### src/rtl/core/fcrs_pkg.sv
// Shared types and constants for the favorite channel ring stepper.
package fcrs_pkg;

  localparam int MAX_SLOTS     = 8;
  localparam int SLOTS_DEFAULT = 8;
  localparam int CH_W          = 8;
  localparam int COUNT_W       = 4;
  localparam int CFG_W         = 64;
  localparam int REG_IDX_W     = 2;

  typedef enum logic [REG_IDX_W-1:0] {
    REG_SLOT_CHANNELS = 2'd0,
    REG_SLOT_COUNT    = 2'd1,
    REG_CHANNEL_MAX   = 2'd2,
    REG_ENABLE        = 2'd3
  } reg_idx_t;

  typedef struct packed {
    logic [CFG_W-1:0]   slot_channels;
    logic [COUNT_W-1:0] slot_count;
    logic [CH_W-1:0]    channel_max;
    logic               enable;
  } cfg_t;

  typedef struct packed {
    logic [MAX_SLOTS-1:0] uniq;
    logic [MAX_SLOTS-1:0] dup;
    logic [COUNT_W-1:0]   size;
  } ring_t;

endpackage

### src/rtl/core/fcrs_cfg_regs.sv
// Configuration register file for the favorite channel ring stepper.
module fcrs_cfg_regs import fcrs_pkg::*; (
  input  logic                 clk,
  input  logic                 rst,
  input  logic                 wr_en,
  input  logic [REG_IDX_W-1:0] wr_index,
  input  logic [CFG_W-1:0]     wr_data,
  output cfg_t                 cfg
);

  always_ff @(posedge clk) begin
    if (rst) begin
      cfg <= '0;
    end else if (wr_en) begin
      unique case (reg_idx_t'(wr_index))
        REG_SLOT_CHANNELS: begin
          cfg.slot_channels <= wr_data;
        end
        REG_SLOT_COUNT: begin
          cfg.slot_count <= wr_data[COUNT_W-1:0];
        end
        REG_CHANNEL_MAX: begin
          cfg.channel_max <= wr_data[CH_W-1:0];
        end
        REG_ENABLE: begin
          cfg.enable <= wr_data[0];
        end
      endcase
    end
  end

endmodule

### src/rtl/core/fcrs_ring.sv
// Usable-slot qualification, first-occurrence dedup and ring size.
module fcrs_ring import fcrs_pkg::*; #(
  parameter int SLOTS = SLOTS_DEFAULT
) (
  input  cfg_t  cfg,
  output ring_t ring
);

  logic [MAX_SLOTS-1:0] usable;
  logic [CH_W-1:0]      ch [MAX_SLOTS];

  always_comb begin
    for (int i = 0; i < MAX_SLOTS; i++) begin
      ch[i]     = cfg.slot_channels[i*CH_W +: CH_W];
      usable[i] = (i < SLOTS) && (COUNT_W'(i) < cfg.slot_count) &&
                  (ch[i] != '0) && (ch[i] <= cfg.channel_max);
    end
  end

  always_comb begin
    logic seen;
    logic [COUNT_W-1:0] cnt;
    cnt = '0;
    for (int i = 0; i < MAX_SLOTS; i++) begin
      seen = 1'b0;
      // any earlier usable slot with the same channel makes this one a repeat
      for (int j = 0; j < i; j++) begin
        seen = seen | (usable[j] && (ch[j] == ch[i]));
      end
      ring.dup[i]  = usable[i] && seen;
      ring.uniq[i] = usable[i] && !seen;
      cnt = cnt + COUNT_W'(ring.uniq[i]);
    end
    ring.size = cnt;
  end

endmodule

### src/rtl/core/fcrs_step.sv
// Neighbor selection in the ring, with wrap and entry for unknown channels.
module fcrs_step import fcrs_pkg::*; (
  input  logic [CFG_W-1:0]     slot_channels,
  input  logic [MAX_SLOTS-1:0] uniq,
  input  logic [CH_W-1:0]      current_channel,
  input  logic                 dir_up,
  output logic [CH_W-1:0]      next_channel
);

  function automatic logic [MAX_SLOTS-1:0] lowest(input logic [MAX_SLOTS-1:0] m);
    return m & (~m + MAX_SLOTS'(1));
  endfunction

  function automatic logic [MAX_SLOTS-1:0] highest(input logic [MAX_SLOTS-1:0] m);
    logic [MAX_SLOTS-1:0] r;
    r = '0;
    for (int i = 0; i < MAX_SLOTS; i++) begin
      if (m[i]) begin
        r = '0;
        r[i] = 1'b1;
      end
    end
    return r;
  endfunction

  logic [MAX_SLOTS-1:0] match;
  logic [MAX_SLOTS-1:0] after;
  logic [MAX_SLOTS-1:0] prior;
  logic [MAX_SLOTS-1:0] pick;

  always_comb begin
    logic hit;
    for (int i = 0; i < MAX_SLOTS; i++) begin
      match[i] = uniq[i] && (slot_channels[i*CH_W +: CH_W] == current_channel);
    end
    hit = 1'b0;
    for (int i = 0; i < MAX_SLOTS; i++) begin
      after[i] = uniq[i] && hit;
      hit      = hit | match[i];
    end
    hit = 1'b0;
    for (int i = MAX_SLOTS - 1; i >= 0; i--) begin
      prior[i] = uniq[i] && hit;
      hit      = hit | match[i];
    end
  end

  // no neighbor on that side: wrap, which is also the entry point for a miss
  always_comb begin
    if (dir_up) begin
      pick = (after != '0) ? lowest(after) : lowest(uniq);
    end else begin
      pick = (prior != '0) ? highest(prior) : highest(uniq);
    end
  end

  always_comb begin
    logic [CH_W-1:0] sel;
    sel = '0;
    for (int i = 0; i < MAX_SLOTS; i++) begin
      sel = sel | ({CH_W{pick[i]}} & slot_channels[i*CH_W +: CH_W]);
    end
    next_channel = (uniq == '0) ? current_channel : sel;
  end

endmodule

### src/rtl/core/favorite_channel_ring_step_core.sv
// Top level of the favorite channel ring stepper.
//
// Takes one word (current channel, direction) per cycle and presents one result word
// at the output after acceptance, by way of an input register, one pass through the
// slot compare and selection network, and an output register. The ring is rebuilt from
// the configuration registers every cycle, so there is no kept state and no fill
// or clearing time. Sustained rate is one word per cycle; the input stalls only
// while its register holds a word and the output register is full and stalled.
module favorite_channel_ring_step_core import fcrs_pkg::*; #(
  parameter int SLOTS = SLOTS_DEFAULT
) (
  input  logic                 clk,
  input  logic                 rst,
  input  logic                 wr_en,
  input  logic [REG_IDX_W-1:0] wr_index,
  input  logic [CFG_W-1:0]     wr_data,
  input  logic                 in_valid,
  output logic                 in_stall,
  input  logic [CH_W-1:0]      current_channel,
  input  logic                 dir_up,
  output logic                 out_valid,
  input  logic                 out_stall,
  output logic [CH_W-1:0]      next_channel,
  output logic [COUNT_W-1:0]   ring_size,
  output logic                 active,
  output logic [MAX_SLOTS-1:0] duplicate_mask
);

  cfg_t  cfg;
  ring_t ring;

  logic            s1_valid;
  logic [CH_W-1:0] s1_channel;
  logic            s1_dir_up;
  logic [CH_W-1:0] step_channel;
  logic            out_advance;

  fcrs_cfg_regs u_cfg (
    .clk      (clk),
    .rst      (rst),
    .wr_en    (wr_en),
    .wr_index (wr_index),
    .wr_data  (wr_data),
    .cfg      (cfg)
  );

  fcrs_ring #(.SLOTS(SLOTS)) u_ring (
    .cfg  (cfg),
    .ring (ring)
  );

  fcrs_step u_step (
    .slot_channels   (cfg.slot_channels),
    .uniq            (ring.uniq),
    .current_channel (s1_channel),
    .dir_up          (s1_dir_up),
    .next_channel    (step_channel)
  );

  assign out_advance = !out_valid || !out_stall;
  assign in_stall    = s1_valid && !out_advance;

  always_ff @(posedge clk) begin
    if (rst) begin
      s1_valid  <= 1'b0;
      out_valid <= 1'b0;
    end else begin
      if (!in_stall) begin
        s1_valid <= in_valid;
      end
      if (out_advance) begin
        out_valid <= s1_valid;
      end
    end
  end

  // hold the input word until the result register can take it, and load the result register when it advances
  always_ff @(posedge clk) begin
    if (in_valid && !in_stall) begin
      s1_channel <= current_channel;
      s1_dir_up  <= dir_up;
    end
    if (out_advance && s1_valid) begin
      next_channel   <= step_channel;
      ring_size      <= ring.size;
      active         <= cfg.enable && (ring.size != '0);
      duplicate_mask <= ring.dup;
    end
  end

  a_active_needs_ring: assert property (@(posedge clk) disable iff (rst)
    out_valid |-> (!active || ring_size != '0))
    else $error("active set with an empty ring");

  a_mask_in_range: assert property (@(posedge clk) disable iff (rst)
    out_valid |-> ((duplicate_mask >> SLOTS) == '0))
    else $error("duplicate bit set beyond the slot range");

  a_slot_budget: assert property (@(posedge clk) disable iff (rst)
    out_valid |-> ($countones(duplicate_mask) + int'(ring_size) <= SLOTS))
    else $error("ring size plus duplicates exceeds slot count");

  a_word_moves: assert property (@(posedge clk) disable iff (rst)
    (s1_valid && out_advance) |=> out_valid)
    else $error("word lost between input and result register");

  a_word_held: assert property (@(posedge clk) disable iff (rst)
    (s1_valid && !out_advance) |=> (s1_valid && $stable(s1_channel)))
    else $error("stalled input register changed");

endmodule
### config.mk
export PLATFORM = sky130hd
export DESIGN_NAME = favorite_channel_ring_step_core
export DESIGN_NICKNAME = d
export VERILOG_FILES = /design/src/rtl/core/fcrs_pkg.sv /design/src/rtl/core/fcrs_cfg_regs.sv /design/src/rtl/core/fcrs_ring.sv /design/src/rtl/core/fcrs_step.sv /design/src/rtl/core/favorite_channel_ring_step_core.sv
export SDC_FILE = /design/constraint.sdc
export NUM_CORES = 1
export LEC_CHECK = 0
export ABC_AREA = 1
export BUFFER_PORTS_ARGS = -buffer_cell sky130_fd_sc_hd__buf_2
export CAP_MARGIN = 20
export CORE_ASPECT_RATIO = 0.8
export CORE_MARGIN = 4
export CORE_UTILIZATION = 30
export DETAILED_ROUTE_END_ITERATION = 10
export HOLD_SLACK_MARGIN = 0.03
export MAX_ROUTING_LAYER = met4
export PLACE_DENSITY_LB_ADDON = 0.12
export SETUP_SLACK_MARGIN = 0.05
export SLEW_MARGIN = 20
export SYNTH_ARGS = -nofsm -noshare
export SYNTH_HDL_FRONTEND = slang
export SYNTH_HIERARCHICAL = 1
export SYNTH_SLANG_ARGS = --single-unit
export TNS_END_PERCENT = 100
### constraint.sdc
create_clock -name clk -period 5.9 [get_ports clk]
set_input_delay 0 -clock clk [delete_from_list [all_inputs] [get_ports clk]]
set_output_delay 0 -clock clk [all_outputs]
set_load 0.005 [all_outputs]
# Word level (Yosys, flattened, before mapping)

Index checks and enable logic that the tools add are counted.

Input bits: 80
Output and inout port bits: 23
Logic and storage cells: 260
Register bits after elaboration: 108

Equality and inequality tests: 39
Add/subtract/negate cells: 9
Bitwise gates (word level): 52
Magnitude comparators: 16
Multiplexer cells: 19
Reduce and logical (&&, ||, !) cells: 113

Operator list:

| cell                                              | count |
|---|---|
| == test 8 bit                                     | 36 |
| 2-to-1 mux 8 bit                                  | 11 |
| logical AND 1 bit                                 | 84 |
| AND 8 bit                                         | 10 |
| nonzero test 8 bit                                | 10 |
| less-or-equal comparator 8 bit                    | 8 |
| bitwise OR 8 bit                                  | 7 |
| bitwise OR 1 bit                                  | 33 |
| adder 4 x 1 -> 4 bit                              | 6 |
| adder 8 x 1 -> 8 bit, second input constant       | 2 |
| < comparator 3 x 4 -> 1 bit, first input constant | 4 |
| inverter 8 bit                                    | 2 |
| logical NOT 1 bit                                 | 11 |
| logical NOT 8 bit                                 | 1 |
| < comparator 1 x 4 -> 1 bit, first input constant | 2 |
| < comparator 2 x 4 -> 1 bit, first input constant | 2 |
| AND reduction 2 bit                               | 4 |
| 2-to-1 mux 7 bit                                  | 1 |
| 2-to-1 mux 6 bit                                  | 1 |
| 2-to-1 mux 5 bit                                  | 1 |
| == test 2 bit, second input constant              | 2 |
| 2-to-1 mux 4 bit                                  | 1 |
| nonzero test 4 bit                                | 1 |
| 2-to-1 mux 3 bit                                  | 1 |
| other kinds (6)                                   | 7 |

# Logic depth before layout (Yosys ltp)

Depth after elaboration: 38
Mapped depth: 36
Depth with buffers taken out: 34

# Hierarchy

The synthesis kept the hierarchy.

By module, submodules not included:

| module                          | cells an instance | times used | sequential area each (um^2) | area each (um^2) |
|---|---|---|---|---|
| fcrs_ring                       | 851               | 1          | 0.0                         | 5579.1 |
| fcrs_cfg_regs                   | 506               | 1          | 1541.5                      | 3388.2 |
| fcrs_step                       | 650               | 1          | 0.0                         | 2990.4 |
| favorite_channel_ring_step_core | 45                | 1          | 940.9                       | 1007.2 |

# Worst setup path before layout

Ideal clock, no wire load.

Path type: flip-flop to flip-flop
Start: reg, netlist name u_cfg/cfg[8]
End: reg active (data pin)
Slack: 1.677 ns
Arrival time: 3.961 ns
Required time: 5.638 ns
Buffers on the path: 0
Cell stages (with the launch flop): 22
Setup time: 0.262 ns
Cell sequence: dfxtp_1 -> inv_1 -> ha_1 -> a21o_1 -> nor2_1 -> nand2_1 -> nand2_1 -> and2_4 -> nand3_1 -> nand2_1 -> inv_1 -> fa_1 -> inv_1 -> fa_1 -> fa_1 -> inv_1 -> ha_1 -> inv_1 -> fa_1 -> inv_1 -> nor2_1 -> a21boi_0

RTL lines:

| item                   | line                                  | text |
|---|---|---|
| end signal: assignment | favorite_channel_ring_step_core.sv:86 | `active <= cfg.enable && (ring.size != '0);` |
| end: declaration       | favorite_channel_ring_step_core.sv:25 | `output logic active,` |

==> results.yml <==
power_and_ir_drop:
  finalPower_mw: 2.77
  leakagePower_nw: 7.84
  ir_drop_mv: 0.130
  p_per_area_nw_per_um2: 185
floorplan:
  die-area_um2: 46600
  initial_core_util_pct: 30.7
  core_um2: 42300
  dieWidth_um: 240
  fp-row-count: 67
  die_y_um: 194
  boundaryPins: 103
global_routing:
  gr-total-overflow: 0
  grt_util_all_layers_pct: 26.3
  grt_pass1_wl_um: 88500
  grt_max_degree: 111
  grt_pass1_vias: 13100
  antenna_found_initial: 1
run_status:
  outcome: "finished clean"
setup_path:
  worstSetupStartpointType: "register"
  worstPathMaxFanout: 10
  arrival_ps: 5440
  crit_path_end_kind: "register"
  worstPathRequired_ps: 6140
  critPathKind: "register to register"
timing:
  fin_hold_ws_ps: 61.5
  fin_skew_ps: 18.3
  final-hold-violation-count: 0
  max_freq_ghz: 0.192
  rsz0062_at_grt: "false"
  worst_pin_slew_ps: 1110
  fin_tns_setup_ps: 0
  finalCritPeriodShare_pct: 88.1
  period_needed_ps: 5200
  slew_viol_final: 0
  slew_headroom_pct: 25.9
  setup_viol: 0
detailed_routing:
  drc: 0
  drtIter0Drc: 1657
  wl_um: 61000
  firstDrtPassIters: 5
  routedWlPerCell_um: 22.1
  ant_nets: 0
  via_per_inst: 5.11
  routed-via-count: 14100
logic_synthesis:
  synth_area_um2: 13000
  syn_area_per_cell_um2: 6.32
  synth_top_area_cell: "nand2_1"
  syn-num-nets: 2203
  synth_area_leaders: "nand2_1 15%, dfxtp_1 12%, nor2_1 9.1%"
  synth_cell_types: 49
  ys.warnings.count: 6
  synthCells: 2052
  ys_ff_latch: 109
  synth_top_area_share_pct: 14.5
  seq_area_frac_synth_pct: 19.1
clock_network:
  post_cts_resized: 0
  clock_path_buffers: 2
  root_buffer: "clkbuf_16"
  cts_tree: "built"
  numCtsBuffers: 9
  cts_sinks: 109
  clk_latency_ps: 410
  htreeDepth: 3
  path_clk_slew_ps: 100
final_layout:
  final_core_util_pct: 35.5
  register_area_um2: 2480
  antenna_cells: 0
  fin_cells: 2757
  syn2layout_area_growth_pct: 15.7
  fillers: 4730
  final_cell_mix: "501 x nand2_1, 314 x nor2_1, 227 x inv_1"
  final_common_cell: "nand2_1"
  drive_above_1_share_pct: 12.9
  multi_input_area_um2: 8720
  num-nets-final: 2351
placement:
  globalplace.congestion: 0.989
  hpwlAfterDp_um: 45700
  io_buffers: 102
  placed_cells: 2663
flow_run:
  drv_cap: 0
worst_hold_path:
  hold_path.class: "input pin to register"
## power by group
group | switching (mW) | internal, mW
clock | 0.373 | 0.310
combinational | 0.784 | 0.421
sequential | 0.0577 | 0.824
## kinds of logic (layout without fill, tap and decap cells)
| family | Yosys count | in the layout | synth area share [%] |
|---|---|---|---|
| AO/OA/AOI/OAI | 150 | 150 | 6.64 |
| XOR/XNOR | 221 | 221 | 14.9 |
| adder cells (fa/ha/maj) | 71 | 71 | 7.08 |
| buffers and inverters | 364 | 517 | 13.7 |
| flip-flops | 109 | 109 | 19.1 |
| other | 1 | 1 | 0.0289 |
| AND/OR/NAND/NOR | 1136 | 1136 | 38.4 |
## repair_timing
item / in CTS / in global routing
hold buffers: 78 / 0
buffers inserted: 0 / 0
hold endpoints to repair: 87 / 0
## layer usage
layer	vias to the layer above	global-route usage [%]	part of all wire, %
li1	6729	-	-
met1	6686	36.4	45
met2	593	40.1	45
met3	84	3.56	7.0
met4	0	7.56	3.1
met5	-	-	0
## registers in the layout, summed over array words and instances, names as in the netlist
register	cells
active	1
duplicate_mask	8
next_channel	8
out_valid	1
ring_size	4
s1_channel	8
s1_dir_up	1
s1_valid	1
u_cfg/cfg	77
## per-stage QoR
stage / instance area, µm² / setup WS [ps]
after floorplan: 13000 / 1680
after global placement: 13900 / 723
after detailed placement: 13900 / 727
after CTS: 15000 / 702
after global routing: 15000 / 464
final: 15000 / 701
## worst max-delay path, stage by stage (launching register included)
cell and delay [ps]:
dfxtp_1 320, inv_1 270, ha_1 310, a21oi_1 200, nor2_1 60, nor2_1 160, nand2_1 70, nand2_1 190
and2_4 320, nand3_1 200, nand2_1 100, inv_1 180, fa_1 560, inv_1 50, fa_1 490, fa_1 400
inv_1 70, ha_1 160, inv_1 60, fa_1 400, xnor2_1 220, nor2_1 50, a21boi_0 180
## Yosys cell counts (all sizes together)
library cell,n
nand2,516
nor2,336
inv,248
nand3,182
xor2,132
a21oi,117
buf,109
xnor2,89
dfxtp,79
ha,67
nand4,59
edfxtp,30
nor3,15
o21ai,13
nor4,12
a21boi,7
clkbuf,7
a21o,6
or2,6
and2,4
fa,4
nand3b,3
a41oi,2
and3,2
o21a,2
a22oi,1
a31oi,1
conb,1
nor3b,1
o211ai,1
## worst paths after layout
check / start / end / slack, ps / cells after the start
max: u_cfg/cfg[6]$_SDFFE_PP0P_ / active$_DFFE_PP_ / 700 / 22
min: wr_data[16] / u_cfg/cfg[29]$_SDFFE_PP0P_ / 60 / 5
max reg2reg: u_cfg/cfg[6]$_SDFFE_PP0P_ / active$_DFFE_PP_ / 700 / 22
min reg2reg: u_cfg/cfg[2]$_SDFFE_PP0P_ / u_cfg/cfg[2]$_SDFFE_PP0P_ / 520 / 4
## cell type report
cell class	count	area share, %
multi-input cells	1579	58.2
flip-flops and latches	109	16.6
repair buffers	253	12.3
inverters	248	6.27
well taps	552	4.61
clock buffers	9	1.50
clock inverters	7	0.617
(Power assumes the default switching activity.)
